### src/hw/rtl/smx_pkg.sv
package smx_pkg;

    localparam int MEM_DEPTH  = 512;
    localparam int DATA_WIDTH = 32;
    localparam int PC_WIDTH   = 16;
    localparam int AW         = $clog2(MEM_DEPTH);
    localparam int SW         = AW + 1;

    localparam logic [AW-1:0] RESET_TOP = AW'(499);
    localparam int INSTR_WORDS = 3;

    typedef logic [DATA_WIDTH-1:0] word_t;
    typedef logic [AW-1:0] addr_t;
    typedef logic [SW-1:0] sidx_t;
    typedef logic [PC_WIDTH-1:0] pc_t;

    localparam logic [3:0] OP_LIT = 4'd1;
    localparam logic [3:0] OP_OPR = 4'd2;
    localparam logic [3:0] OP_LOD = 4'd3;
    localparam logic [3:0] OP_STO = 4'd4;
    localparam logic [3:0] OP_CAL = 4'd5;
    localparam logic [3:0] OP_INC = 4'd6;
    localparam logic [3:0] OP_JMP = 4'd7;
    localparam logic [3:0] OP_JPC = 4'd8;
    localparam logic [3:0] OP_SYS = 4'd9;

    localparam logic [2:0] ST_OK    = 3'd0;
    localparam logic [2:0] ST_HALT  = 3'd1;
    localparam logic [2:0] ST_BADOP = 3'd2;
    localparam logic [2:0] ST_BADOPR = 3'd3;
    localparam logic [2:0] ST_DIV0  = 3'd4;
    localparam logic [2:0] ST_RANGE = 3'd5;

    // divider request/response
    typedef struct packed {
        logic  start;
        word_t num;
        word_t den;
    } div_req_t;

    typedef struct packed {
        logic  done;
        word_t quo;
    } div_rsp_t;

endpackage

### src/hw/rtl/smx_div.sv
module smx_div
    import smx_pkg::*;
(
    input  logic     clk,
    input  logic     rst_n,
    input  div_req_t req,
    output div_rsp_t rsp
);

    localparam int CW = $clog2(DATA_WIDTH + 1);

    word_t          quo_reg, quo_next;
    word_t          rem_reg, rem_next;
    word_t          den_reg, den_next;
    logic           neg_reg, neg_next;
    logic           busy_reg, busy_next;
    logic           done_reg, done_next;
    logic [CW-1:0]  cnt_reg, cnt_next;
    logic [DATA_WIDTH:0] trial;

    always_comb
    begin
        quo_next  = quo_reg;
        rem_next  = rem_reg;
        den_next  = den_reg;
        neg_next  = neg_reg;
        busy_next = busy_reg;
        done_next = 1'b0;
        cnt_next  = cnt_reg;
        trial     = {rem_reg, quo_reg[DATA_WIDTH-1]} - {1'b0, den_reg};
        if (req.start)
        begin
            quo_next  = req.num[DATA_WIDTH-1] ? (~req.num + 1'b1) : req.num;
            den_next  = req.den[DATA_WIDTH-1] ? (~req.den + 1'b1) : req.den;
            neg_next  = req.num[DATA_WIDTH-1] ^ req.den[DATA_WIDTH-1];
            rem_next  = '0;
            cnt_next  = CW'(DATA_WIDTH);
            busy_next = 1'b1;
        end
        else if (busy_reg)
        begin
            if (!trial[DATA_WIDTH])
            begin
                rem_next = trial[DATA_WIDTH-1:0];
                quo_next = {quo_reg[DATA_WIDTH-2:0], 1'b1};
            end
            else
            begin
                rem_next = {rem_reg[DATA_WIDTH-2:0], quo_reg[DATA_WIDTH-1]};
                quo_next = {quo_reg[DATA_WIDTH-2:0], 1'b0};
            end
            cnt_next = cnt_reg - 1'b1;
            if (cnt_reg == CW'(1))
            begin
                busy_next = 1'b0;
                done_next = 1'b1;
            end
        end
    end

    always_ff @(posedge clk or negedge rst_n)
    begin
        if (!rst_n)
        begin
            busy_reg <= 1'b0;
            done_reg <= 1'b0;
            cnt_reg  <= '0;
        end
        else
        begin
            busy_reg <= busy_next;
            done_reg <= done_next;
            cnt_reg  <= cnt_next;
        end
    end

    always_ff @(posedge clk)
    begin
        quo_reg <= quo_next;
        rem_reg <= rem_next;
        den_reg <= den_next;
        neg_reg <= neg_next;
    end

    assign rsp.done = done_reg;
    assign rsp.quo  = neg_reg ? (~quo_reg + 1'b1) : quo_reg;

endmodule

### config.mk
export PLATFORM = sky130hd
export DESIGN_NAME = smx_div
export DESIGN_NICKNAME = d
export VERILOG_FILES = /design/src/hw/rtl/smx_pkg.sv /design/src/hw/rtl/smx_div.sv
export SDC_FILE = /design/constraint.sdc
export NUM_CORES = 1
export LEC_CHECK = 0
export BUFFER_PORTS_ARGS = -buffer_cell sky130_fd_sc_hd__buf_2
export CORE_ASPECT_RATIO = 2
export CORE_MARGIN = 2
export CORE_UTILIZATION = 30
export CTS_CLUSTER_DIAMETER = 120
export DETAILED_ROUTE_END_ITERATION = 16
export GPL_TIMING_DRIVEN = 0
export PLACE_DENSITY = 0.5
export SYNTH_ARGS = -nofsm -noshare
export SYNTH_HDL_FRONTEND = slang
export SYNTH_SLANG_ARGS = --single-unit
export TNS_END_PERCENT = 100
### constraint.sdc
create_clock -name clk -period 4.8 [get_ports clk]
set_input_delay 1.2 -clock clk [delete_from_list [all_inputs] [get_ports clk]]
set_output_delay 1.2 -clock clk [all_outputs]
set_load 0.02 [all_outputs]
==> results list, run 1 <==
- Synth Area per Inst: 8.85 um^2
* Global-route wire length before repair: between 30000 and 40000 um
- Drc violations: 0
- No sink is reached through more buffers than the 2 on the longest clock path.
- The via count of the first global-routing pass is between 6000 and 7000.
- In the global route stage, met3 resource usage came out at 0.0150.
- In this run the horizontal extent of the chip is 118 um.
* Leak: 3.62 nW
- Synth area leaders: edfxtp_1, xnor2_1, dfxtp_1, ha_1, xor2_1
* Worst r2r src: quo_reg[31]$_DFFE_PP_
* Worst ir drop on vdd: 0.126 mV
- Violated checks: negative setup slack
- The pre-antenna-repair detailed-routing pass consisted of 4 iterations.
- In this run the power density over the cells is 322 nW/um^2.
* Number of buffers added on ports: 99
* CTS tree: built
- The final layout contains routed wiring with a total length of 23600 um.
- Total GRT Usage: 0.171
* Final-layout fill cell count: 2754
* Post-route clock period utilization: 1.10
* Share of cells above drive strength 1: 0.166
- Clock tree synthesis found a total of 105 sinks.
- Hold violation count in the final report: 0
- Max frequency: roughly 0.19 GHz
- Post-layout utilization of the core: 0.362
* Max-Cap Viols: 0
* Synthesized-area fraction occupied by adder cells: 0.0621
- Routing layer with the top usage in global route: met2
* Category of the worst setup path launch point: flop
* GRT met1 Usage: 0.151
- Hold Path Origin: rem_reg[26]$_SDFFE_PP0P_
- For this block, the initial DRC count from the detailed router was roughly 240.
- Basic-gate share of the synthesized area counting and, or, nand and nor cells: 0.164
* Share of Yosys cell area claimed by the top area cell type: 0.251
- In this run, synthesis produced a sequential element count of 105.
* Die Height: 232 um
- Number of buffers added to fix hold violations after cts: 0
- The clock tree synthesis step divided the H-tree into 3 levels.
* Top-level port count: 100
- CP max FO: 4
* Cell type with the largest total area after synthesis: edfxtp_1
- In this run the worst hold path is classified as flop to flop.
* Worst-case setup margin in the final layout: -495 ps
- Asr flop ratio synth: 0.0762
- Crit. End Element: output pin
- In the routed layout, each cell is associated on average with a via count of 5.05.
- Area of the die: 27300 um^2
- Summed over all failing endpoints, the final setup total negative slack is -2670 ps.
- Worst slew margin relative to its limit: 0.395
- Mapped cell area: 7780 um^2
* HPWL after DPL: 19100 um
- Ranking of synthesized cells by instance count: nor2_1, xnor2_1, a21oi_1, nand2_1, edfxtp_1
- STA puts the critical path data required time at 3600 ps.
- The most common cell in the synthesized netlist is nor2_1.
* Cell row count: 83
- In this run, synthesis inferred between 60 and 70 flip-flops with an integrated enable.
- Dominant combinational cell family by area after synthesis: compound AO/OA/AOI/OAI gates
* Share of the synthesized area in compound gates (AO/OA/AOI/OAI): 0.196
* CTS Root Buffer Type: clkbuf_16
- TritonCTS created 9 clock buffers.
* Placeable Area: 25500 um^2
- For this run, the leading register cell type out of synthesis is edfxtp_1.
- The clock arrives with 9.21 ps of skew.
- Actual slew at the worst max-slew pin: 907 ps
- Insertion delay of the later-clocked pin in the worst-skew pair: about 370 ps
- Parity-gate share of the synthesized area counting xor and xnor cells: 0.137
* Distinct cells, synth: 58
* Category of the most critical setup path: flop to output pin
* Critical path data arrival time: 4100 ps
* Proportion of synthesized chip area in sequential cells: 0.359
* Dpl ws: -443 ps
* Growth of design area from synthesis to finish: 19.1%
* Count of antenna diodes in the layout: 0
- At the end of routability-driven placement, the weighted congestion stood at 0.876.
- Total gr overflow: 0
- The portion of synthesized area spent on multiplexers is 0.0365.
- The final route contains 6798 vias.
- Final count of negative-setup-slack endpoints: 8
- Unrepaired setup endpoints after global routing: true
- The number of antenna violations at the first check in global routing is 0.
* Starting density of the core: 0.304
- After the last flow step, the layout net total stands at 1105.
* Maximum number of pins on one net before global-route repair: 40
- Clock-pin slew was measured on the worst setup and hold paths at 70 ps.
- Counting every instance in the synthesized netlist gives 879.
- Result of the run: finished, violations left
- Number of warnings issued by yosys: 0
- Post-route antenna net violation count: 0
- The max-slew violation total from the final report came to 0.
- The critical path starts at quo_reg[0]$_DFFE_PP_.
* Routed length per placed instance: about 18 um
* Global routing met2 resource utilization: 0.374
* Clock period minus worst slack: 5300 ps
* Net Count, Synth: 984
## report_power, final
part	internal (mW)	switching [mW]
sequential	1.09	0.112
clock	0.471	0.355
combinational	0.389	0.564
## worst max-delay path, cell delays in order (launching register included)
cell and delay (ps):
edfxtp_1 410, inv_2 90, ha_4 160, nand2b_4 60
or4_4 420, or2_4 260, or4_4 450, or4_4 440
or4_4 440, or4_4 470, o31ai_4 230, xnor2_2 130
buf_4 160
## metrics by stage
| step | power [mW] | std cells | cell area, um^2 | hold slack [ps] |
|---|---|---|---|---|
| 2_1_floorplan | 1.83 | 879 | 7780 | 453 |
| 5_1_grt | 3.14 | 1345 | 9260 | 528 |
| 3_3_place_gp | 2.13 | 1318 | 8700 | 481 |
| 6_report | 2.98 | 1345 | 9260 | 491 |
| 4_1_cts | 3.00 | 1340 | 9140 | 499 |
| 3_5_place_dp | 2.14 | 1318 | 8700 | 488 |
## kinds of logic after synthesis
group           after synthesis
buf+inv                      90
fa+ha+maj                    38
simple gates                260
compound gates              236
flops                       105
xor+xnor                    122
mux                          28
## metal layers
layer | vias up | routed length (um)
met5 | - | 0
met4 | 0 | 786
met3 | 40 | 419
met1 | 3207 | 8170
met2 | 122 | 14300
li1 | 3429 | -
## placed cells by master (no fill, tap or decap), drive strengths merged, types with 5 or more instances in the layout
| cell type | netlist | layout |
|---|---|---|
| buf | 6 | 116 |
| nor2 | 86 | 86 |
| xnor2 | 79 | 79 |
| a21oi | 68 | 68 |
| nand2 | 67 | 67 |
| edfxtp | 65 | 65 |
| o21ai | 57 | 57 |
| inv | 50 | 50 |
| clkbuf | 34 | 45 |
| xor2 | 43 | 43 |
| ha | 37 | 37 |
| dfxtp | 32 | 32 |
| mux2i | 25 | 25 |
| o31ai | 24 | 24 |
| a211oi | 21 | 21 |
| or4 | 21 | 21 |
| o41ai | 17 | 17 |
| nand3 | 14 | 14 |
| nor3 | 14 | 14 |
| nand2b | 11 | 11 |
| a21o | 10 | 10 |
| or2 | 9 | 9 |
| nor2b | 8 | 8 |
| dfrtp | 8 | 8 |
| nor4 | 7 | 7 |
| nand4 | 7 | 7 |
| or3 | 7 | 7 |
| o21a | 5 | 5 |
## final timing paths
kind	to	slack, ps	cells past startpoint
min in group asynchronous	done_reg$_DFF_PN0_	670	1
worst min register to register	rem_reg[26]$_SDFFE_PP0P_	490	2
worst min-delay path	rem_reg[26]$_SDFFE_PP0P_	490	2
worst max-delay path	rsp[28]	-500	12
max in group asynchronous	cnt_reg[0]$_DFFE_PN0P_	3960	1
worst max register to register	rem_reg[10]$_SDFFE_PP0P_	440	14
## final cells by class
| cell class | count | area (um^2) | share of cell area |
|---|---|---|---|
| Multi-Input combinational cell | 684 | 4760 | 0.514 |
| Sequential cell | 105 | 2790 | 0.302 |
| Timing Repair Buffer | 110 | 613 | 0.0662 |
| Tap cell | 340 | 425 | 0.0459 |
| Clock buffer | 11 | 243 | 0.0262 |
| Inverter | 50 | 188 | 0.0203 |
| Buffer | 40 | 159 | 0.0172 |
| Clock inverter | 5 | 78.8 | 0.00851 |
## timing repair
item	4_1_cts	5_1_grt
buffers inserted	6	4
endpoints found under the setup margin	15	14
gates resized for setup	17	13
pin swaps	4	3
(Power assumes the default switching activity.)
==> run 2, diff against run 1 <==
- BUFFER_PORTS_ARGS: -buffer_cell sky130_fd_sc_hd__buf_2 -> -buffer_cell sky130_fd_sc_hd__buf_4
- CTS_CLUSTER_DIAMETER: 120 -> 200
==> run 2 against run 1 <==
  * Clock skew increased by 2.6 ps
  * Critical path type unchanged
  * Cell area increased by 2.5%
  * Global-route usage increased by 0.35 points
  * Combinational power increased by 5%
  * The run still ends with negative setup slack left
==> results list, run 2 (synthesis gave the netlist of run 1 again) <==
* Result of the run: finished, violations left
- Violated checks: negative setup slack
- Number of antenna violations at the first check in global routing: 0
- The die is 118 um wide.
- Share of cells above drive strength 1: 0.166
- The repair_antennas step left the layout with diodes totalling 0.
- Category of the most critical setup path: flop to output pin
- Critical Path, Cell by Cell: inv_2 -> ha_4 -> nand2b_4 -> or4_4 -> or2_4 -> or4_4 -> or4_4 -> or4_4 -> or4_4 -> o31ai_4 -> xnor2_2 -> buf_4
- Top-level port count: 100
- In this design, the stage delay of the slowest critical-path cell is around 480 ps.
* Post-layout utilization of the core: 0.372
- Counting I/O delays and the setup requirement, the final critical path takes 5330 ps.
- Post-route antenna net violation count: 0
- The tool flagged a number of max-cap violations equal to 0.
- The die covers approximately 27000 um^2.
- Final count of negative-setup-slack endpoints: 8
* Worst clock skew on the final layout: 11.8 ps
* Cell row count: 83
* Number of buffers added to fix hold violations after cts: 0
- Critical path data arrival time: between 4000 and 5000 ps
* Placeable Area: 25500 um^2
- For the pin with the worst max-slew slack, the measured transition is 857 ps.
- Final weighted congestion in routability-driven placement: 0.856
- DRC marker count from the first detailed-route iteration: between 300 and 400
- Setup repair after global routing could not meet its margin everywhere.
* Drc violations: 0
- TritonCTS created 9 clock buffers.
- Worst ir drop on vdd: roughly 0.17 mV
* Cell repeated most along the worst path: or4_4
* Hold violation count in the final report: 0
- The die is 232 um tall.
- Via Count: 6837
* Commonest non-fill, non-tap cells in the layout: buf_4, nor2_1, xnor2_1
- Filler-free cell count of the finished design: about 1300
* Leading cell type in the layout, fill and taps excluded: buf_4
- Worst min-delay path class: flop to flop
- Of the total power, the clock network draws 0.285.
* Final worst hold slack: 493 ps
- Routed length per placed instance: 17.7 um
- Worst-case setup margin in the final layout: -525 ps
- CTS tree: built
- Slowest-stage cell, CP: or4_4
- The routed design has 23800 um of wire.
- Starting density of the core: 0.304
- Fill cells in the final layout number 2721.
- The clock passes through at most 2 buffers.
- Insertion delay of the later-clocked pin in the worst-skew pair: 370 ps
* Dpl ws: -465 ps
* Detailed-router iteration count before antenna repair: 4
- Relative contribution of combinational cells to total power: 0.325
- Static timing analysis puts the maximum clock frequency at 0.188 GHz.
* Req. time, crit path: 3600 ps
- Maximum number of pins on one net before global-route repair: 40
- In this run the power spent charging and discharging nets is between 1 and 1.5 mW.
* Crit-path leading delay family: simple AND/OR/NAND/NOR gates
* CTS Root Buffer Type: clkbuf_16
- Together, buffers and inverters on the worst path number 2.
* Routed vias/inst: slightly above 5
- The max-slew violation total from the final report is 0.
* Leak: around 3.7 nW
- Part of the power in registers: 0.390
- Power per Cell Area: 325 nW/um^2
- Final-stage net count: 1103
- The wire-length estimate of the detail-placed layout is about 19000 um.
* Pint: between 2 and 2.5 mW
- After clock tree synthesis, the clock-pin slew on the worst setup and hold paths is around 80 ps.
- During placement, the flow inserted port buffers numbering a little under 100.
- The number of placed instances, taps included, is 1318.
- The clock drives 105 sinks.
* Number of global-route vias before repair: slightly above 7000
* Growth of design area from synthesis to finish: 22.1%
- The worst setup path is launched from a flop.
- Headroom to the max-slew limit came out at 0.429.
- Summed over all layers, the global routing overflow is 0.
- Global-route wire length before repair: 37000 um
* Post-route clock period utilization: 1.11
- Setup total negative slack on the finished layout was measured at -2910 ps.
- Of all nets on the critical path, the largest fanout is 4.
- Crit. End Element: output pin
- Total GRT Usage: 0.174
- Of the total power, the share spent switching nets is 0.336.
- The clock tree synthesis step divided the H-tree into 3 levels.
## run 2: power groups by stage
stage	clock [mW]	sequential, mW	combinational (mW)
floorplan	0	1.18	0.648
global placement	0	1.22	0.976
detailed placement	0	1.22	0.983
CTS	0.907	1.20	1.00
global route	0.932	1.22	1.10
finish	0.877	1.20	1.00
## run 2: area by class of cell
class / count / area [um^2] / share of cell area
timing repair buffer: 108 / 823 / 0.0867
buffer: 40 / 159 / 0.0167
sequential: 105 / 2790 / 0.294
tap: 340 / 425 / 0.0448
clock inverter: 5 / 103 / 0.0108
clock buffer: 11 / 243 / 0.0256
multi-input combinational: 684 / 4760 / 0.501
inverter: 50 / 188 / 0.0198
## run 2: metrics by stage
stage / total power, mW / area [um^2]
4_1_cts: 3.11 / 9400
6_report: 3.08 / 9490
5_1_grt: 3.25 / 9490
3_5_place_dp: 2.20 / 8950
3_3_place_gp: 2.19 / 8950
2_1_floorplan: 1.83 / 7780
## run 2: final timing paths
path | slack, ps | depth (start not counted) | start | endpoint
max | -530 | 12 | quo_reg[1]$_DFFE_PP_ | rsp[28]
min | 490 | 2 | rem_reg[29]$_SDFFE_PP0P_ | rem_reg[29]$_SDFFE_PP0P_
max reg2reg | 480 | 14 | quo_reg[31]$_DFFE_PP_ | rem_reg[28]$_SDFFE_PP0P_
min reg2reg | 490 | 2 | rem_reg[29]$_SDFFE_PP0P_ | rem_reg[29]$_SDFFE_PP0P_
max in group asynchronous | 4030 | 1 | rst_n | cnt_reg[4]$_DFFE_PN0P_
min in group asynchronous | 640 | 1 | rst_n | cnt_reg[3]$_DFFE_PN0P_
## run 2: timing repair
item / in CTS / in global routing
endpoints found under the setup margin: 15 / 16
pin swaps: 5 / 2
gates resized for setup: 17 / 8
buffers inserted: 3 / 5
## run 2: tightest hold or removal path: stages (launching register included)
cell	delay, ps
dfxtp_1	330
nand2_1	60
o21ai_0	60
## run 2: metal layers
metal | up-vias | routed length (um) | GRT usage
met5 | - | 0 | 0
met4 | 0 | 899 | 0.0794
met3 | 47 | 609 | 0.0229
met2 | 146 | 14300 | 0.378
met1 | 3222 | 8010 | 0.151
li1 | 3422 | - | -
